`config.mk`:
```
export PLATFORM = sky130hd
export DESIGN_NAME = hmq_cmd_fifo
export DESIGN_NICKNAME = d
export VERILOG_FILES = /design/src/hw/rtl/assert_macros.svh /design/src/hw/rtl/hmq_cmd_fifo.sv
export SDC_FILE = /design/constraint.sdc
export NUM_CORES = 1
export LEC_CHECK = 0
export BUFFER_PORTS_ARGS = -buffer_cell sky130_fd_sc_hd__buf_2
export CAP_MARGIN = 10
export CORE_UTILIZATION = 48
export DETAILED_ROUTE_END_ITERATION = 12
export PLACE_DENSITY = 0.72
export SYNTH_ARGS = -nofsm -noshare
export SYNTH_HDL_FRONTEND = slang
export SYNTH_SLANG_ARGS = --single-unit
```
`constraint.sdc`:
```
create_clock -name clk_i -period 1.9 [get_ports clk_i]
set_input_delay 0.285 -clock clk_i [delete_from_list [all_inputs] [get_ports clk_i]]
set_output_delay 0.285 -clock clk_i [all_outputs]
set_load 0.02 [all_outputs]
```
`src/hw/rtl/assert_macros.svh`:
```
// Assertion macros for the heap queue RTL.
// No dependencies; included by files that carry concurrent checks.
`ifndef ASSERT_MACROS_SVH
`define ASSERT_MACROS_SVH

// Property holds at every rising clock edge outside reset.
`define HMQ_ASSERT(lbl, clk, rstn, prop) \
  lbl: assert property (@(posedge clk) disable iff (!(rstn)) (prop)) \
    else $error("heap queue check failed");

// Condition must never be seen outside reset.
`define HMQ_ASSERT_NEVER(lbl, clk, rstn, cond) \
  `HMQ_ASSERT(lbl, clk, rstn, !(cond))

`endif

```
`src/hw/rtl/hmq_cmd_fifo.sv`:
```
// Two-entry command queue between the front end and the heap engine.
// No package dependencies.
`timescale 1ns / 1ps

module hmq_cmd_fifo #(
  parameter int unsigned WIDTH = 8
) (
  input  logic             clk_i,
  input  logic             rst_ni,
  input  logic             push_i,
  input  logic [WIDTH-1:0] data_i,
  output logic             full_o,
  input  logic             pop_i,
  output logic             valid_o,
  output logic [WIDTH-1:0] data_o
);

  logic [WIDTH-1:0] slot_q [2];
  logic             wr_ptr_q, rd_ptr_q;
  logic [1:0]       fill_q;
  logic             do_push, do_pop;

  assign full_o  = fill_q[1];
  assign valid_o = (fill_q != 2'd0);
  assign data_o  = slot_q[rd_ptr_q];
  assign do_push = push_i && !full_o;
  assign do_pop  = pop_i && valid_o;

  always_ff @(posedge clk_i) begin
    if (do_push) begin
      slot_q[wr_ptr_q] <= data_i;
    end
  end

  always_ff @(posedge clk_i or negedge rst_ni) begin
    if (!rst_ni) begin
      wr_ptr_q <= 1'b0;
      rd_ptr_q <= 1'b0;
      fill_q   <= 2'd0;
    end else begin
      if (do_push) wr_ptr_q <= !wr_ptr_q;
      if (do_pop)  rd_ptr_q <= !rd_ptr_q;
      if (do_push && !do_pop) begin
        fill_q <= fill_q + 2'd1;
      end else if (do_pop && !do_push) begin
        fill_q <= fill_q - 2'd1;
      end
    end
  end

endmodule

```
* Yosys cells after proc, flatten, opt, wreduce, memory -nomap -nowiden *
Memories as Yosys holds them, arrays and structs flattened.
Index checks and enable logic that the tools add are counted.
Widths: inputs -> output; s select.

operators by class
  add/sub/neg operators = 2
  multiply operators = 0
  divide/modulo/power cells = 0
  magnitude comparators = 0
  equality and inequality tests = 0
  shifts and indexed selects = 0
  muxes and demuxes = 4
  bitwise operators = 0
  reductions and logical operators = 11

operators with widths
  cell                 number
  $logic_not 1->1      5
  $logic_and 1x1->1    4
  $mux 2               2
  $reduce_bool 2->1    2
  $add 2x1->2 const B  1
  $mux 1               2
  $sub 2x1->2 const B  1

storage, ports and cells
  bits in registers = 4
  latch bits = 0
  memory bits (writable) = 16
  memory bits (read-only) = 0
  input bits = 12
  output and inout bits = 10
  word-level logic and storage cells = 21
  memories kept = 1

memory list
  memory  depth  bits a word  read ports  clocked after memory_dff  wr ports  RTL line            RTL
  slot_q  2      8            1           0                         1         hmq_cmd_fifo.sv:18  logic [WIDTH-1:0] slot_q [2];

* Logic depth before layout (Yosys ltp) *
  word-level depth = 6
  mapped depth = 6
  gate-level depth less buffers = 6

* Least setup slack after synthesis *
OpenSTA, ideal clock, no wires.

  path type = flip-flop to flip-flop
  start = register fill_q[1]
  end = register fill_q[1]
  setup time = 0.132 ns
  data arrival time = 1.301 ns
  data required time = 1.768 ns
  setup slack = 0.467 ns
  stages on the path, launching flop included = 7
  buffers on the path = 0
  period minus slack after synthesis = 1.433 ns
  cell sequence = dfrtp_1 > or2_4 > nand2_4 > ha_1 > xor2_1 > nor2_1 > xor2_1

between the ends
  cells in the longest elaborated chain, start to end = 5
  elaborated cells on any way between the ends = 13
  those cells by class = add/sub: 2; mux: 2; reduce/logical: 9

ends and longest elaborated chain
  element                                      RTL line            RTL
  start, declared                              hmq_cmd_fifo.sv:20  logic [1:0] fill_q;
  start signal, assigned                       hmq_cmd_fifo.sv:44  fill_q <= fill_q + 2'd1;
  start signal, assigned                       hmq_cmd_fifo.sv:46  fill_q <= fill_q - 2'd1;
  $reduce_bool 2->1 *                          hmq_cmd_fifo.sv:24  assign valid_o = (fill_q != 2'd0);
  named net valid_o                            hmq_cmd_fifo.sv:14  output logic valid_o,
  $logic_and 1x1->1 *                          hmq_cmd_fifo.sv:27  assign do_pop = pop_i && valid_o;
  $logic_not 1->1                              hmq_cmd_fifo.sv:43  if (do_push && !do_pop) begin
  $logic_and 1x1->1                            hmq_cmd_fifo.sv:43
  $mux 2 or $reduce_bool 2->1 (tied branches)  -

Mark *: on every way through the listed nets, which the timed path passes. The rest lies on a longest branch. The select of a mux whose other input is x is not followed.
A chain may end at the register's enable or synchronous reset.

* Worst setup path after layout *
  start = register rd_ptr_q
  end = output port data_o[1]

between the ends
  cells in the longest elaborated chain, start to end = 1

ends and longest elaborated chain
  element                 RTL line            RTL
  start, declared         hmq_cmd_fifo.sv:19  logic wr_ptr_q, rd_ptr_q;
  start signal, assigned  hmq_cmd_fifo.sv:42  if (do_pop) rd_ptr_q <= !rd_ptr_q;
  $mem_v2 2x8             -
  end, declared           hmq_cmd_fifo.sv:15  output logic [WIDTH-1:0] data_o

Every way passes these cells.

==> reports/qor.txt <==
outcome: completed
Critical Path Max Stage Delay: 0.59 ns
Horiz. Die Dim: 42.27 um
CTS tree: yes
skew final: 0.008306 ns
Clk pwr share: 16.6%
first-pass detailed-route iteration total: 4
worst path cell trace: mux2_2 -> buf_2
min Tclk post-route: 1.716 ns
Synth Net Count: 55
Setup crit end kind: output pin
Setup-failing EPs final: 0
synthesized cell area: 778.2 um2
core area: 1506 um2
Comb pwr share: 36.0%
Hold WC Path Type: in2reg
sequential share of the synthesized area: 74.60%
Avg Vias per Cell: 4.881
antenna-violating nets left: 0
Mean Syn Cell Area: 18.53 um2
vias in the first global route: 418
critical path class: reg2out
Die ar.: 1786 um2
Bufs on Longest Clock Path: 2
hold_ws: 0.1752 ns
io pins: 22
GP Congestion: 0.6248
Site Rows: 14
post-CTS sizing: 0
switching part of the total: 33.14%
Max Freq: 0.5827 GHz
Initial Util: 51.66%
synth unique cells: 13
number of diodes: 0
Slew Limit Fails: 0
WP data required: 1.62 ns
Core Util, Final: 63.04%
crit path max fanout: 9
Layout area overhead: 22.03%
CTS sink cnt: 20
Synth warnings: 0
Worst-path clk slew: 0.11 ns
initial antenna violation count: 0
RSZ-0062 raised after global routing: no
Die Y: 42.27 um
HPWL after detailed placement: 749.2 um
Slew @ Worst Pin: 0.3861 ns
share of power burned in registers: 47.4%
total CTS buffers: 3
Post-CTS Hold Fix Bufs: 1
Leakage: 0.0003887 uW
H-Tree Depth: 1
final wirelength: 1102 um
Finished Cell Area: 949.7 um2
drc violations: 0
crit path DAT: 1.43 ns
Final Hold Violating Endpoints: 0
first-pass GRT wire length: 1897 um
part of the cycle the worst path needs: 90.32%
maximum VDD drop: 0.0006810 V
pin count of the biggest net entering global routing: 12
Startpoint Class: flip-flop
setup_tns: 0 ns
total gr overflow: 0
wire length per cell: 13.12 um
Global Route Usage Sum: 15.08%
Worst-Skew Late Latency: 0.29 ns
internal cell power: 952.7 uW
Port Buffers: 21
nets: 82
Psw: 472.2 uW
FF+latch count, synth: 20
CP max stage cell: dfrtp_1
PD cells: 1500 nW/um2
max_cap viols: 0
fin cells: 84
Cells after Synth: 42
Post-CTS Setup Bufs: 0
share of cells above drive strength 1: 52.94%
Placed Instances: 79
slew margin rel.: 74.26%
CTS root buf: clkbuf_4
Detailed Route Iter0 Violations: 4
vias: 410
Placed Area: 903.4 um2
layout by cell type (no fill, tap or decap):
cell,count
xnor2_1,3
nand2_4,1
nor2_1,2
ha_1,1
buf_2,21
and2_1,1
nand2b_1,1
dlygate4sd3_1,1
mux2_2,8
xor2_1,2
buf_4,1
clkbuf_4,3
inv_1,1
edfxtp_1,16
or2_4,1
clkbuf_8,1
dfrtp_1,4
path summary, 6_finish.rpt:
| check | from | depth (start not counted) | to | slack [ns] |
|---|---|---|---|---|
| max in group asynchronous | rst_ni | 2 | rd_ptr_q | 1.45 |
| hold reg to reg | wr_ptr_q | 1 | wr_ptr_q | 0.50 |
| min in group asynchronous | rst_ni | 2 | fill_q[1] | 0.32 |
| setup reg to reg | fill_q[1] | 3 | slot_q[1][7] | 0.50 |
| setup / recovery | rd_ptr_q | 2 | data_o[1] | 0.18 |
| hold / removal | data_i[2] | 1 | slot_q[0][2] | 0.18 |
through the flow:
step	setup slack, ns	total power (uW)
2_1_floorplan	0.4669	1062
3_3_place_gp	0.5194	1191
3_5_place_dp	0.5130	1202
4_1_cts	0.1739	1442
5_1_grt	0.1070	1507
6_report	0.1840	1425
kinds of logic after synthesis:
family                     after synthesis  share of synthesized area (%)
muxes                                    8                          11.58
and+or+nand+nor                          6                          5.146
DFF                                     20                          74.60
adders and majority gates                1                          1.607
xor gates and xnor gates                 5                          5.628
buffers and inverters                    2                          1.447
power by group through the flow:
stage / Sequential (uW) / Clock [uW] / Combinational (uW)
after floorplan: 656 / 0 / 406
after global placement: 683 / 0 / 508
after detailed placement: 685 / 0 / 517
after CTS: 677 / 243 / 521
after global routing: 690 / 264 / 553
final: 675 / 237 / 513
metal layers:
layer  wire length [um]  up-vias  track usage (%)
met2                555       11            24.31
met3                 50        0            3.879
li1                   -      204                -
met4                  0        0            7.500
met1                496      195            18.86
met5                  0        -                0
Yosys cell counts:
cell	n	area, um2
edfxtp_1	16	480.5
mux2_2	8	90.09
dfrtp_1	4	100.1
xnor2_1	3	26.28
nor2_1	2	7.510
xor2_1	2	17.52
and2_1	1	6.260
buf_4	1	7.510
ha_1	1	12.51
inv_1	1	3.750
nand2_4	1	11.26
nand2b_1	1	6.260
or2_4	1	8.760
worst max-delay path, delay by kind of cell (launching register included):
family                 cells  cell delay (ns)
buffers and inverters      1             0.16
flip-flops                 1             0.59
multiplexers               1             0.39
state kept, by name (all words and copies together), names as in the netlist:
name	flops
fill_q	2
slot_q	16
wr_ptr_q	1
rd_ptr_q	1
cell type report:
cell class | instances | area [um2]
clock buffer | 4 | 36.28
fill | 116 | 556.8
inverter | 1 | 3.754
multi-input combinational | 20 | 186.4
sequential | 20 | 580.6
tap | 16 | 20.02
timing repair buffer | 23 | 122.6
No activity file was read; power rests on OpenSTA's default activity.
