$ cat config.mk
export PLATFORM = sky130hd
export DESIGN_NAME = hmq_front_flat
export DESIGN_NICKNAME = d
export VERILOG_FILES = /design/src/hw/rtl/assert_macros.svh /design/src/hw/rtl/hmq_pkg.sv /design/src/hw/rtl/hmq_if.sv /design/src/hw/rtl/hmq_front.sv /design/src/flat_wrapper.sv
export SDC_FILE = /design/constraint.sdc
export NUM_CORES = 1
export LEC_CHECK = 0
export ABC_AREA = 1
export BUFFER_PORTS_ARGS = -buffer_cell sky130_fd_sc_hd__buf_2
export CORE_UTILIZATION = 50
export CTS_CLUSTER_SIZE = 16
export DETAILED_ROUTE_END_ITERATION = 8
export MAX_ROUTING_LAYER = met4
export PLACE_DENSITY_LB_ADDON = 0.05
export SETUP_SLACK_MARGIN = 0.4
export SYNTH_ARGS = -nofsm -noshare
export SYNTH_HDL_FRONTEND = slang
export SYNTH_SLANG_ARGS = --single-unit
$ cat constraint.sdc
create_clock -name clk_i -period 3.25 [get_ports clk_i]
set_input_delay 0.65 -clock clk_i [delete_from_list [all_inputs] [get_ports clk_i]]
set_output_delay 0.65 -clock clk_i [all_outputs]
set_load 0.02 [all_outputs]
$ cat src/hw/rtl/assert_macros.svh
// Assertion macros for the heap queue RTL.
// No dependencies; included by files that carry concurrent checks.
`ifndef ASSERT_MACROS_SVH
`define ASSERT_MACROS_SVH

// Property holds at every rising clock edge outside reset.
`define HMQ_ASSERT(lbl, clk, rstn, prop) \
  lbl: assert property (@(posedge clk) disable iff (!(rstn)) (prop)) \
    else $error("heap queue check failed");

// Condition must never be seen outside reset.
`define HMQ_ASSERT_NEVER(lbl, clk, rstn, cond) \
  `HMQ_ASSERT(lbl, clk, rstn, !(cond))

`endif

$ cat src/hw/rtl/hmq_pkg.sv
// Package for the binary min-heap queue: field widths, codes, defaults.
// No dependencies.
`timescale 1ns / 1ps

package hmq_pkg;

  localparam int unsigned KEY_W        = 20;
  localparam int unsigned OCC_W        = 10;
  localparam int unsigned STATUS_W     = 2;
  localparam int unsigned DEF_CAPACITY = 1023;
  localparam int unsigned DEF_KEY_BITS = 20;

  localparam logic OP_INSERT  = 1'b0;
  localparam logic OP_EXTRACT = 1'b1;

  typedef enum logic [STATUS_W-1:0] {
    ST_OK    = 2'd0,
    ST_EMPTY = 2'd1,
    ST_FULL  = 2'd2
  } hmq_status_e;

  // Command as classified by the front end
  typedef enum logic [1:0] {
    CMD_INSERT,
    CMD_EXTRACT,
    CMD_ERR_EMPTY,
    CMD_ERR_FULL
  } hmq_kind_e;

endpackage

$ cat src/hw/rtl/hmq_if.sv
// Valid/ready channel interfaces for the heap queue: operation in, result out.
// Depends on hmq_pkg.
`timescale 1ns / 1ps

interface hmq_in_if import hmq_pkg::*; ();
  logic             valid;
  logic             ready;
  logic             opcode;
  logic [KEY_W-1:0] key;

  modport source (output valid, opcode, key, input ready);
  modport sink   (input valid, opcode, key, output ready);
endinterface


$ cat src/hw/rtl/hmq_front.sv
// Front end: accepts operations, tracks the projected key count and
// classifies each operation into a command. Depends on hmq_pkg, hmq_if.
`timescale 1ns / 1ps

module hmq_front import hmq_pkg::*; #(
  parameter  int unsigned CAPACITY = DEF_CAPACITY,
  parameter  int unsigned KEY_BITS = DEF_KEY_BITS,
  localparam int unsigned CW       = $clog2(CAPACITY + 1),
  localparam int unsigned CMD_W    = $bits(hmq_kind_e) + KEY_BITS + CW
) (
  input  logic             clk_i,
  input  logic             rst_ni,
  hmq_in_if.sink           in_ch,
  output logic             cmd_valid_o,
  output logic [CMD_W-1:0] cmd_o,
  input  logic             cmd_ready_i
);

  typedef struct packed {
    hmq_kind_e             kind;
    logic [KEY_BITS-1:0]   key;
    logic [CW-1:0]         count;
  } cmd_t;

  logic [CW-1:0]             count_q, count_d;
  logic                      transfer;
  logic [KEY_BITS+KEY_W-1:0] key_wide;
  cmd_t                      cmd;

  assign in_ch.ready = cmd_ready_i;
  assign transfer    = in_ch.valid && cmd_ready_i;
  assign key_wide    = {{KEY_BITS{1'b0}}, in_ch.key};

  always_comb begin
    count_d   = count_q;
    cmd.key   = key_wide[KEY_BITS-1:0];
    cmd.count = count_q;
    if (in_ch.opcode == OP_INSERT) begin
      if (count_q >= CW'(CAPACITY)) begin
        cmd.kind = CMD_ERR_FULL;
      end else begin
        cmd.kind = CMD_INSERT;
        count_d  = count_q + CW'(1);
      end
    end else begin
      if (count_q == '0) begin
        cmd.kind = CMD_ERR_EMPTY;
      end else begin
        cmd.kind = CMD_EXTRACT;
        count_d  = count_q - CW'(1);
      end
    end
    // command carries the count after the operation
    cmd.count = count_d;
  end

  always_ff @(posedge clk_i or negedge rst_ni) begin
    if (!rst_ni) begin
      count_q <= '0;
    end else if (transfer) begin
      count_q <= count_d;
    end
  end

  assign cmd_valid_o = in_ch.valid;
  assign cmd_o       = cmd;

endmodule

$ cat src/flat_wrapper.sv
// flat-port wrapper written by rule: the top's interface ports become plain ports
module hmq_front_flat import hmq_pkg::*;
#(
  parameter  int unsigned CAPACITY = DEF_CAPACITY,
  parameter  int unsigned KEY_BITS = DEF_KEY_BITS,
  localparam int unsigned CW       = $clog2(CAPACITY + 1),
  localparam int unsigned CMD_W    = $bits(hmq_kind_e) + KEY_BITS + CW
)
  (clk_i, rst_ni, cmd_valid_o, cmd_o, cmd_ready_i, in_ch_valid, in_ch_opcode, in_ch_key, in_ch_ready);
  hmq_in_if in_ch_i ();
  input  logic clk_i;
  input  logic rst_ni;
  output logic cmd_valid_o;
  output logic [CMD_W-1:0] cmd_o;
  input  logic cmd_ready_i;
  input wire logic [$bits(in_ch_i.valid)-1:0] in_ch_valid;
  input wire logic [$bits(in_ch_i.opcode)-1:0] in_ch_opcode;
  input wire logic [$bits(in_ch_i.key)-1:0] in_ch_key;
  output wire logic [$bits(in_ch_i.ready)-1:0] in_ch_ready;
  assign in_ch_i.valid = in_ch_valid;
  assign in_ch_i.opcode = in_ch_opcode;
  assign in_ch_i.key = in_ch_key;
  assign in_ch_ready = in_ch_i.ready;
  hmq_front #(.CAPACITY(CAPACITY), .KEY_BITS(KEY_BITS)) u_core (.clk_i(clk_i), .rst_ni(rst_ni), .in_ch(in_ch_i), .cmd_valid_o(cmd_valid_o), .cmd_o(cmd_o), .cmd_ready_i(cmd_ready_i));
endmodule
After elaboration in Yosys (flattened, before gate mapping)
Index checks and enable logic that the tools add are counted.
{ "word_totals": {"reg_bits": 10, "latch_bits": 0, "ram_bits": 0, "rom_bits": 0, "inputBits": 25, "output_inout_bits": 34, "wordCells": 12, "n_memories": 0} }
{ "classes": {"add_sub_neg": 2, "mul": 0, "div_mod_pow": 0, "order_cmp": 1, "n_eq_ne": 0, "shifts": 0, "mux": 6, "bitwise_logic": 0, "reduce_logical": 2} }
{ "op_table": {"columns": ["op", "count"], "rows": [
  ["10-bit 2-to-1 mux", 3],
  ["10-bit by 1-bit adder with 10-bit output (second input constant)", 1],
  ["10-bit >= comparator (second input constant)", 1],
  ["10-bit zero test", 1],
  ["10-bit by 1-bit subtractor with 10-bit output (second input constant)", 1],
  ["2-bit 2-to-1 mux", 3],
  ["1-bit logical AND", 1]
]} }

Longest topological paths before layout
Gate-level depths: netlist of run 1.
{ "logic_depth": {"word_depth": 3, "ltp_mapped": 11, "depth_no_buf": 11} }

Least setup slack after synthesis of run 1
No wires, ideal clock.
{ "synth_timing": {"path_kind": "input to output", "start": "input in_ch_opcode", "end": "output cmd_o[0]", "arrival_ns": 1.486, "required_ns": 2.600, "slack_ns": 1.114, "path_stages": 6, "path_buffers": 1, "cell_sequence": "buf_2 clkinv_1 nand2_2 nand2_1 nand2_1 and2_1"} }
{ "synth_between": {"elab_chain_len": 1} }
{ "synth_lines": {"columns": ["item", "line_no", "text"], "rows": [
  ["from (decl)", "flat_wrapper.sv:17", "input wire logic [$bits(in_ch_i.opcode)-1:0] in_ch_opcode;"],
  ["10-bit 2-to-1 mux", "hmq_front.sv:38", "if (in_ch.opcode == OP_INSERT) begin"],
  ["to (decl)", "flat_wrapper.sv:14", "output logic [CMD_W-1:0] cmd_o;"]
]} }
No other way between the ends.

Worst setup path after layout of run 1
{ "layout_timing": {"start": "register u_core.count_q[0]", "end": "output cmd_o[0]"} }
{ "layout_between": {"elab_chain_len": 3} }
{ "layout_lines": {"columns": ["item", "line_no", "text"], "rows": [
  ["from (decl)", "hmq_front.sv:25", "logic [CW-1:0] count_q, count_d;"],
  ["from (signal assigned)", "hmq_front.sv:61", "count_q <= count_d;"],
  ["10-bit by 1-bit adder with 10-bit output (tied with other cells)", "hmq_front.sv:43", "count_d = count_q + CW'(1);"],
  ["10-bit 2-to-1 mux, on equally long branches", "hmq_front.sv:39, hmq_front.sv:46", null],
  ["10-bit 2-to-1 mux (*)", "hmq_front.sv:38", null]
]} }
Mark *: on every way between the ends. The rest lies on a longest branch, timed or not.

==> results of run 1 <==
[placed cells by master, fill, tap and decap left out]
cell                       netlist  routed
sky130_fd_sc_hd__clkbuf_4        0       3
sky130_fd_sc_hd__inv_1          14      14
sky130_fd_sc_hd__o21ai_0         4       4
sky130_fd_sc_hd__nor2_1          9       9
sky130_fd_sc_hd__xnor2_1         1       1
sky130_fd_sc_hd__and2_1          2       2
sky130_fd_sc_hd__a21oi_1         1       1
sky130_fd_sc_hd__inv_2           3       3
sky130_fd_sc_hd__ha_1            3       3
sky130_fd_sc_hd__nand4_2         1       1
sky130_fd_sc_hd__nand3_1        23      23
sky130_fd_sc_hd__nand3_2         1       1
sky130_fd_sc_hd__nand2_1        71      71
sky130_fd_sc_hd__clkinv_1        1       1
sky130_fd_sc_hd__nand3b_4        1       1
sky130_fd_sc_hd__nand2_2         4       4
sky130_fd_sc_hd__o21ai_1         6       6
sky130_fd_sc_hd__nand4_1         2       2
sky130_fd_sc_hd__dfrtp_1        10      10
sky130_fd_sc_hd__nor2_2          6       6
sky130_fd_sc_hd__xor2_1          5       5
sky130_fd_sc_hd__buf_2           4      18
[cells by family (layout without fill, tap and decap cells)]
| group | after synthesis | count (layout) | share of synthesized area, % |
|---|---|---|---|
| AO/OA/AOI/OAI | 11 | 11 | 4.57 |
| adder cells (fa/ha/maj) | 3 | 3 | 3.12 |
| XOR/XNOR | 6 | 6 | 4.36 |
| flip-flops | 10 | 10 | 20.8 |
| AND/OR/NAND/NOR | 120 | 120 | 45.3 |
| buffers and inverters | 45 | 39 | 21.9 |
[final cells by class]
| class | count | area, um2 | area share (%) |
|---|---|---|---|
| multi-input combinational | 140 | 691 | 59.7 |
| sequential | 10 | 250 | 21.6 |
| timing repair buffer | 18 | 90.1 | 7.79 |
| inverter | 18 | 67.6 | 5.84 |
| tap | 28 | 35.0 | 3.03 |
| clock buffer | 3 | 22.5 | 1.95 |
[metal layers]
layer  share of wire, %  vias to the layer above  track usage (%)
met5                  0                        -                -
met4                3.0                        0             12.0
met3                4.4                       22             1.79
met2                 44                       26             36.2
met1                 48                      476             32.0
li1                   -                      576                -
[worst max-delay path, delay by kind of cell (launching register included)]
kind                       cells  cell delay [ns]
DFF                            1             0.41
buffers and inverters          2             0.34
and+or+nand+nor                6             0.63
adders and majority gates      1             0.22
[cell usage after synthesis]
| master | number | area share (%) |
|---|---|---|
| sky130_fd_sc_hd__nand4_2 | 1 | 1.0 |
| sky130_fd_sc_hd__o21ai_0 | 4 | 1.7 |
| sky130_fd_sc_hd__inv_1 | 14 | 4.4 |
| sky130_fd_sc_hd__buf_6 | 1 | 0.93 |
| sky130_fd_sc_hd__buf_4 | 22 | 14 |
| sky130_fd_sc_hd__nor2_1 | 9 | 2.8 |
| sky130_fd_sc_hd__xnor2_1 | 1 | 0.73 |
| sky130_fd_sc_hd__clkinv_1 | 1 | 0.31 |
| sky130_fd_sc_hd__a21oi_1 | 1 | 0.41 |
| sky130_fd_sc_hd__o21ai_1 | 6 | 2.5 |
| sky130_fd_sc_hd__buf_2 | 4 | 1.7 |
| sky130_fd_sc_hd__nand2_1 | 71 | 22 |
| sky130_fd_sc_hd__ha_1 | 3 | 3.1 |
| sky130_fd_sc_hd__nand3_2 | 1 | 0.83 |
| sky130_fd_sc_hd__nand4_1 | 2 | 1.0 |
| sky130_fd_sc_hd__and2_1 | 2 | 1.0 |
| sky130_fd_sc_hd__nand3_1 | 23 | 9.6 |
| sky130_fd_sc_hd__dfrtp_1 | 10 | 21 |
| sky130_fd_sc_hd__nand3b_4 | 1 | 1.7 |
| sky130_fd_sc_hd__inv_2 | 3 | 0.93 |
| sky130_fd_sc_hd__nor2_2 | 6 | 3.1 |
| sky130_fd_sc_hd__xor2_1 | 5 | 3.6 |
| sky130_fd_sc_hd__nand2_2 | 4 | 2.1 |
[report_power, final]
group / internal, mW / total [mW] / switching (mW) / leakage (nW)
logic: 0.241 / 0.692 / 0.450 / 0.529
registers: 0.174 / 0.282 / 0.108 / 0.130
clock network: 0.0422 / 0.0755 / 0.0333 / 0.0138
[worst max path at each step]
stage,cells past startpoint,to,slack [ns],startpoint
2_1_floorplan,6,cmd_o[0],1.11,in_ch_opcode
3_3_place_gp,7,cmd_o[0],0.93,in_ch_opcode
3_5_place_dp,6,cmd_o[0],0.88,in_ch_opcode
4_1_cts,9,cmd_o[0],0.72,u_core.count_q[0]
5_1_grt,10,cmd_o[0],0.56,u_core.count_q[0]
6_report,9,cmd_o[0],0.73,u_core.count_q[0]
==> out/summary.txt, run 1 <==
===========================================================================================
Run status                                                                     finished clean
Total CTS buffers                                                                         3
Worst relative slew slack                                                             70.3%
CP most frequent cell                                                          sky130_fd_sc_hd__nand3_1
Routed wire length per instance                                                     12.7 um
Routed via count                                                                       1100
Critical Path, Cell by Cell                                                    inv_1, ha_1, nand2_1, nor2_1, nand3_1, nand2_2, nand3_1, and2_1, buf_2
Count of cell types in the netlist                                                       23
Clk pin slew, worst setup/hold paths                                                0.05 ns
Number of cells on the worst reg-to-reg path                                             11
Cells after synthesis                                                                   195
Final TNS setup                                                                        0 ns
Initial antenna violation count                                                           0
Cell area reported after detailed placement                                        1130 um2
Largest net degree at the start of global routing                                        15
Count of nets left with antenna violations after detail routing                           0
Max-Cap Viols                                                                             0
Antenna Cells                                                                             0
Syn avg cell area                                                                  6.18 um2
Io pins                                                                                  59
Number of placement rows                                                                 17
Post-placement worst setup slack                                                   0.881 ns
Synthesis warning total                                                                   0
Net count reported at finish                                                            219
Final critical-path setup slack                                                    0.732 ns
Remaining Overflow, GRT                                                                   0
Reported leakage power                                                             0.673 nW
Minimum hold slack                                                                 0.243 ns
Count of final setup violators                                                            0
Overall die width                                                                   51.1 um
Detailed placer's ending HPWL                                                       2220 um
Number of design-rule violations left by the first detailed-router iteration             17
Measured slew at the worst slew-check pin                                          0.446 ns
Final min period                                                                    2.52 ns
Final core utilization                                                                51.8%
RR Endpoint                                                                    u_core.count_q[8]
Number of placed cells counting well taps                                               214
Worst path arrival time                                                             1.87 ns
Type of the setup path with the least slack                                         reg2out
CP max-delay cell                                                              sky130_fd_sc_hd__dfrtp_1
Placeable Area                                                                     2230 um2
Iteration count of the initial detailed-routing pass                                      4
Registers with the most flip-flops                                             u_core.count_q: 10 flops
Crit share post-route                                                                 77.5%
Flip-flop and latch count after synthesis                                                10
Die height                                                                          51.1 um
Highest Clock Rate                                                                  397 MHz
Number of flip-flops under the largest register name                                     10
Syn_nets                                                                                223
RePlAce Congestion                                                                    0.814
Final cell area excluding filler cells                                             1160 um2
Seq/Total Area, Yosys                                                                 20.8%
Critical path's largest stage delay                                                 0.41 ns
Root buffer selected by CTS                                                    sky130_fd_sc_hd__clkbuf_4
TritonCTS clock tree                                                                   done
Total GRT Usage                                                                       23.9%
Post-synthesis to final-layout area growth                                           -4.05%
CP startpoint kind                                                                     flop
Number of buffers on the longest clock path                                               2
Reg2Reg Setup Slack                                                                 1.58 ns
First-pass GRT wire length                                                          4600 um
Skew final                                                                      0.000641 ns
Post-synthesis instance area                                                       1200 um2
Vias per Instance                                                                      5.07
Worst-case vdd ir drop                                                           0.000472 V
Routed WL                                                                           2760 um
Source of the worst register-to-register timing path                           u_core.count_q[0]
Worst-Skew Late Latency                                                             0.25 ns
Register with the highest flop count                                           u_core.count_q
Final routed DRC violation total                                                          0
Crit Path Max Fanout                                                                      6
Post-CTS Setup Repair Bufs                                                                0
Number of gates resized after cts                                                         0
Vias in the first global route                                                          993
Number of max-slew violations in the final report                                         0
CP Capture Type                                                                  output pin
Hold Buf Count CTS                                                                        0
Die Area                                                                           2610 um2
Initial core utilization                                                              53.9%
Filler cell count                                                                       249
Areal power density over the cells                                               907 nW/um2
Required time of the critical path                                                  2.60 ns
Unrepaired setup endpoints after global routing                                          no
Number of sinks driven by the clock tree                                                 10
Worst hold path type                                                               in2async
Deepest level of the CTS H-tree                                                           1
Filler-free cell count of the finished design                                           217
Fraction of final layout cells with drive strength greater than 1                     19.6%
PnR Total Power                                                                     1.05 mW
Count of endpoints failing hold in the final timing report                                0
# port buffers                                                                           18
===========================================================================================
No activity file was read; power rests on OpenSTA's default activity.
==> run 2: changes to the inputs <==
CORE_UTILIZATION = 46   (was 50)
clock period = 2.6 ns   (was 3.25 ns; I/O delays follow)
==> out/summary.txt, run 2 (synthesis gave the netlist of run 1 again) <==
===========================================================================================
Critical path's largest stage delay                                                 0.45 ns
Vias in the first global route                                                         1097
Register with the highest flop count                                           u_core.count_q
Required time of the critical path                                                  2.08 ns
Max-Cap Viols                                                                             0
Number of buffers on the longest clock path                                               2
Reported leakage power                                                             0.760 nW
Worst-case vdd ir drop                                                           0.000697 V
Final TNS setup                                                                        0 ns
Number of sinks driven by the clock tree                                                 10
Final routed DRC violation total                                                          0
Die Area                                                                           2830 um2
Initial core utilization                                                              48.6%
Cell family with most CP delay                                                 simple AND/OR/NAND/NOR gates
Worst relative slew slack                                                             68.2%
Net count reported at finish                                                            232
Routed wire length per instance                                                     14.5 um
Overall die width                                                                   53.2 um
Number of cells on the worst reg-to-reg path                                             10
Count of nets left with antenna violations after detail routing                           0
Routed via count                                                                       1229
Registers with the most flip-flops                                             u_core.count_q: 10 flops
Source of the worst register-to-register timing path                           u_core.count_q[1]
Root buffer selected by CTS                                                    sky130_fd_sc_hd__clkbuf_4
CP Capture Type                                                                  output pin
Highest-count cells in the layout ignoring fill and taps                       sky130_fd_sc_hd__nand2_1 (67), sky130_fd_sc_hd__nand3_1 (19), sky130_fd_sc_hd__buf_4 (15), sky130_fd_sc_hd__inv_1 (11), sky130_fd_sc_hd__buf_2 (9)
CP most frequent cell                                                          sky130_fd_sc_hd__nand2_2
Measured slew at the worst slew-check pin                                          0.476 ns
Bufs and invs on worst path                                                               2
Worst path arrival time                                                             1.76 ns
Type of the setup path with the least slack                                         reg2out
Remaining Overflow, GRT                                                                   0
Hold Buf Count CTS                                                                        0
Crit share post-route                                                                 87.6%
Critical Path, Cell by Cell                                                    inv_4, ha_4, nand2_1, nor2_1, nand3_1, nand2_4, nand2_2, nand2_2, and2_4, buf_6
Final core utilization                                                                57.6%
Total CTS buffers                                                                         3
Areal power density over the cells                                              1180 nW/um2
Iteration count of the initial detailed-routing pass                                      4
Count of endpoints failing hold in the final timing report                                0
Deepest level of the CTS H-tree                                                           1
Crit Path Max Fanout                                                                      6
Largest net degree at the start of global routing                                        15
Number of max-slew violations in the final report                                         0
Vias per Instance                                                                      5.27
Total GRT Usage                                                                       25.2%
Post-synthesis to final-layout area growth                                            18.5%
Worst-Skew Late Latency                                                             0.28 ns
Final min period                                                                    2.28 ns
RR Endpoint                                                                    u_core.count_q[7]
Detailed placer's ending HPWL                                                       2240 um
Commonest non-fill, non-tap cell in the layout                                 sky130_fd_sc_hd__nand2_1
Count of final setup violators                                                            0
Unrepaired setup endpoints after global routing                                         yes
Die height                                                                          53.2 um
TritonCTS clock tree                                                                   done
Initial antenna violation count                                                           0
Highest Clock Rate                                                                  439 MHz
Run status                                                                     finished clean
CP max-delay cell                                                              sky130_fd_sc_hd__dfrtp_2
Placeable Area                                                                     2480 um2
Antenna Cells                                                                             0
Number of placement rows                                                                 18
Routed WL                                                                           3370 um
Fraction of final layout cells with drive strength greater than 1                     37.4%
Skew final                                                                       0.00192 ns
RePlAce Congestion                                                                    0.882
CP startpoint kind                                                                     flop
First-pass GRT wire length                                                          5000 um
Number of design-rule violations left by the first detailed-router iteration             48
Worst hold path type                                                               in2async
Clk pin slew, worst setup/hold paths                                                0.07 ns
Number of flip-flops under the largest register name                                     10
Reg2Reg Setup Slack                                                                 0.95 ns
# port buffers                                                                           18
Io pins                                                                                  59
===========================================================================================
-- run 2: changes by cell type in the layout (fill, tap and decap cells not counted), sizes merged --
cell,previous run,this run
buf,18,30
clkbuf,3,4
nand3b,1,2
-- run 2: worst register-to-register path, cell delays in order, from the launching register on --
cell                      delay (ns)
sky130_fd_sc_hd__dfrtp_1        0.41
sky130_fd_sc_hd__buf_4          0.13
sky130_fd_sc_hd__buf_4          0.11
sky130_fd_sc_hd__nand2_1        0.08
sky130_fd_sc_hd__nor2_4         0.20
sky130_fd_sc_hd__a21oi_1        0.10
sky130_fd_sc_hd__o21ai_1        0.13
sky130_fd_sc_hd__nand2_1        0.12
sky130_fd_sc_hd__buf_4          0.15
sky130_fd_sc_hd__nand2_1        0.04
sky130_fd_sc_hd__nand2_1        0.05
-- run 2: layer usage --
layer  wire length [um]  part of all wire (%)  global-route usage [%]
met1               1530                    45                    33.6
met2               1520                    45                    37.8
met3                217                   6.4                    2.01
met4                102                   3.0                    13.2
met5                  0                     0                       -
-- run 2: worst max-delay path by stage --
stage / from / slack, ns / end / depth (start not counted)
final: u_core.count_q[0] / 0.32 / cmd_o[0] / 10
after global routing: u_core.count_q[0] / 0.23 / cmd_o[0] / 10
after CTS: u_core.count_q[0] / 0.32 / cmd_o[8] / 8
after detailed placement: u_core.count_q[0] / 0.48 / cmd_o[0] / 10
after global placement: u_core.count_q[0] / 0.51 / cmd_o[0] / 10
after floorplan: u_core.count_q[1] / 0.68 / cmd_o[30] / 5
-- run 2: what timing repair did --
item                       4_1_cts  5_1_grt
cloned                           1        0
setup endpoints to repair       11       12
setup buffers                    4        8
pin swaps                        3       15
gates resized for setup         15       34
-- run 2: cell type report --
cell class	count	area, um2
Fill cell	239	1050
Multi-Input combinational cell	141	797
Sequential cell	10	259
Timing Repair Buffer	30	225
Inverter	18	72.6
Tap cell	30	37.5
Clock buffer	4	36.3
-- run 2: stage by stage --
stage | setup WS, ns | power, mW | hold slack (ns) | cells | cell area (um2)
2_1_floorplan | 0.680 | 1.05 | 0.224 | 195 | 1200
3_3_place_gp | 0.509 | 1.22 | 0.395 | 216 | 1140
3_5_place_dp | 0.480 | 1.22 | 0.399 | 216 | 1140
4_1_cts | 0.317 | 1.45 | 0.101 | 225 | 1260
5_1_grt | 0.228 | 1.81 | 0.110 | 233 | 1430
6_report | 0.321 | 1.68 | 0.0969 | 233 | 1430
-- run 2: power breakdown --
part | total (mW) | switching, mW | internal (mW)
Sequential | 0.375 | 0.149 | 0.226
Combinational | 1.16 | 0.670 | 0.491
Clock | 0.145 | 0.0602 | 0.0853
==> run 3: changes to the inputs <==
CORE_MARGIN = 2   (was default)
CORE_UTILIZATION = 50   (was 46)
SLEW_MARGIN = 20   (was default)
clock period = 2.8 ns   (was 2.6 ns; I/O delays follow)
==> out/summary.txt, run 3 (synthesis gave the netlist of run 1 again) <==
===========================================================================================
Number of sinks driven by the clock tree                                                 10
Met1 Routed Length                                                                  1310 um
Crit Path Max Fanout                                                                      6
Placeable Area                                                                     2250 um2
Critical Path, Cell by Cell                                                    inv_4, ha_4, nand2_2, nor2_1, nand3_1, nand2_2, nand2_2, nand2_2, and2_4, buf_6
Proportion of power drawn by combinational gates                                      66.4%
Net count reported at finish                                                            224
RePlAce Congestion                                                                    0.857
Fraction of final layout cells with drive strength greater than 1                     30.8%
CP startpoint kind                                                                     flop
Total GRT Usage                                                                       22.3%
Type of the setup path with the least slack                                         reg2out
Reported net switching power                                                       0.745 mW
Hold Buf Count CTS                                                                        0
Required time of the critical path                                                  2.24 ns
Max-Cap Viols                                                                             0
Measured slew at the worst slew-check pin                                          0.432 ns
Overall die width                                                                   53.1 um
CP max-delay cell                                                              sky130_fd_sc_hd__dfrtp_2
Count of final setup violators                                                            0
Final cell area excluding filler cells                                             1280 um2
Number of placement rows                                                                 17
Routed WL                                                                           2910 um
Count of endpoints failing hold in the final timing report                                0
# port buffers                                                                           18
Skew final                                                                       0.00279 ns
Final TNS setup                                                                        0 ns
Commonest non-fill, non-tap cell in the layout                                 sky130_fd_sc_hd__nand2_1
Remaining Overflow, GRT                                                                   0
Worst-case vdd ir drop                                                           0.000711 V
First-pass GRT wire length                                                          4430 um
Cell area reported after detailed placement                                        1130 um2
Final min period                                                                    2.35 ns
Routed via count                                                                       1158
Number of max-slew violations in the final report                                         0
Reg2Reg Setup Slack                                                                 1.15 ns
Registers with the most flip-flops                                             u_core.count_q: 10 flops
Crit share post-route                                                                 83.8%
Part of the power in registers                                                        24.7%
Highest metal layer with signal wires                                                  met4
Routed wire length per instance                                                     13.1 um
Number of buffers on the longest clock path                                               2
Final routed DRC violation total                                                          0
CP Capture Type                                                                  output pin
Iteration count of the initial detailed-routing pass                                      4
Antenna Cells                                                                             0
Register with the highest flop count                                           u_core.count_q
Clk pin slew, worst setup/hold paths                                                0.06 ns
Internal power contribution                                                        0.645 mW
CP most frequent cell                                                          sky130_fd_sc_hd__nand2_2
Initial core utilization                                                              53.4%
Worst relative slew slack                                                             71.2%
Detailed placer's ending HPWL                                                       2240 um
Highest-count cells in the layout ignoring fill and taps                       sky130_fd_sc_hd__nand2_1 (68), sky130_fd_sc_hd__nand3_1 (21), sky130_fd_sc_hd__buf_2 (15), sky130_fd_sc_hd__inv_1 (11), sky130_fd_sc_hd__nor2_1 (9)
Deepest level of the CTS H-tree                                                           1
Post-placement worst setup slack                                                   0.613 ns
Critical path's largest stage delay                                                 0.44 ns
Net switching share of the total power                                                53.6%
Vias in the first global route                                                          955
Highest Clock Rate                                                                  426 MHz
Post-synthesis to final-layout area growth                                            6.65%
Reported leakage power                                                             0.707 nW
TritonCTS clock tree                                                                   done
Areal power density over the cells                                              1080 nW/um2
Run status                                                                     finished clean
Total met2 wirelength after detailed routing                                        1350 um
Worst path arrival time                                                             1.79 ns
Worst-Skew Late Latency                                                             0.26 ns
Worst hold path type                                                               in2async
Io pins                                                                                  59
Final critical-path setup slack                                                    0.453 ns
Unrepaired setup endpoints after global routing                                         yes
Count of nets left with antenna violations after detail routing                           0
Total length of routed met3 wires                                                    225 um
Number of design-rule violations left by the first detailed-router iteration             41
Initial antenna violation count                                                           0
Die height                                                                          53.1 um
Filler cell count                                                                       223
Power share of the clock group                                                         8.9%
Die Area                                                                           2820 um2
Root buffer selected by CTS                                                    sky130_fd_sc_hd__clkbuf_4
Total CTS buffers                                                                         3
Number of flip-flops under the largest register name                                     10
Vias per Instance                                                                      5.19
Largest net degree at the start of global routing                                        15
===========================================================================================
-- run 3: cell types whose count changed in the layout (fill, tap and decap cells not counted), sizes merged --
cell / previous run / this run
buf: 30 / 23
nand3b: 2 / 1
-- run 3: worst max-delay path: cells and delay by family, from the launching register on --
family | cells | cell delay (ns)
flip-flops | 1 | 0.44
AND/OR/NAND/NOR | 7 | 0.72
adder cells (fa/ha/maj) | 1 | 0.15
buffers and inverters | 2 | 0.22
-- run 3: worst paths after layout --
| path | cells past startpoint | startpoint | end |
|---|---|---|---|
| max in group asynchronous | 1 | rst_ni | u_core.count_q[2] |
| min in group clk_i | 2 | u_core.count_q[9] | u_core.count_q[9] |
| hold / removal | 1 | rst_ni | u_core.count_q[6] |
| setup / recovery | 10 | u_core.count_q[0] | cmd_o[0] |
| setup reg to reg | 12 | u_core.count_q[0] | u_core.count_q[8] |
| hold reg to reg | 2 | u_core.count_q[9] | u_core.count_q[9] |
-- run 3: routing by layer --
metal  GRT usage [%]  up-vias
met3            1.13        4
li1                -      592
met1            30.7      509
met5               -        -
met2            35.4       53
met4            6.84        0
-- run 3: power groups by stage --
| stage | clock (mW) | sequential (mW) | combinational (mW) |
|---|---|---|---|
| 6_report | 0.124 | 0.343 | 0.924 |
| 5_1_grt | 0.135 | 0.356 | 1.03 |
| 4_1_cts | 0.129 | 0.322 | 0.819 |
| 3_5_place_dp | 0 | 0.324 | 0.814 |
| 3_3_place_gp | 0 | 0.325 | 0.812 |
| 2_1_floorplan | 0 | 0.258 | 0.721 |
-- run 3: layout make-up --
class	count	area, um2	share of cell area (%)
multi-input combinational	140	738	57.4
timing repair buffer	23	146	11.4
clock buffer	4	36.3	2.82
inverter	18	72.6	5.65
sequential	10	256	20.0
tap	28	35.0	2.73
-- run 3: repair_timing --
| item | 4_1_cts | 5_1_grt |
|---|---|---|
| buffers inserted | 0 | 5 |
| resized for setup | 2 | 26 |
| pin swaps | 0 | 11 |
| endpoints found under the setup margin | 4 | 6 |
-- run 3: per-stage QoR --
stage / utilization (%) / power (mW) / hold WS (ns) / std cells
after detailed placement: 50.3 / 1.14 / 0.428 / 214
final: 57.0 / 1.39 / 0.147 / 223
after global routing: 57.0 / 1.52 / 0.154 / 223
after floorplan: - / 0.979 / 0.264 / 195
after CTS: 52.0 / 1.27 / 0.147 / 218
after global placement: 50.3 / 1.14 / 0.425 / 214
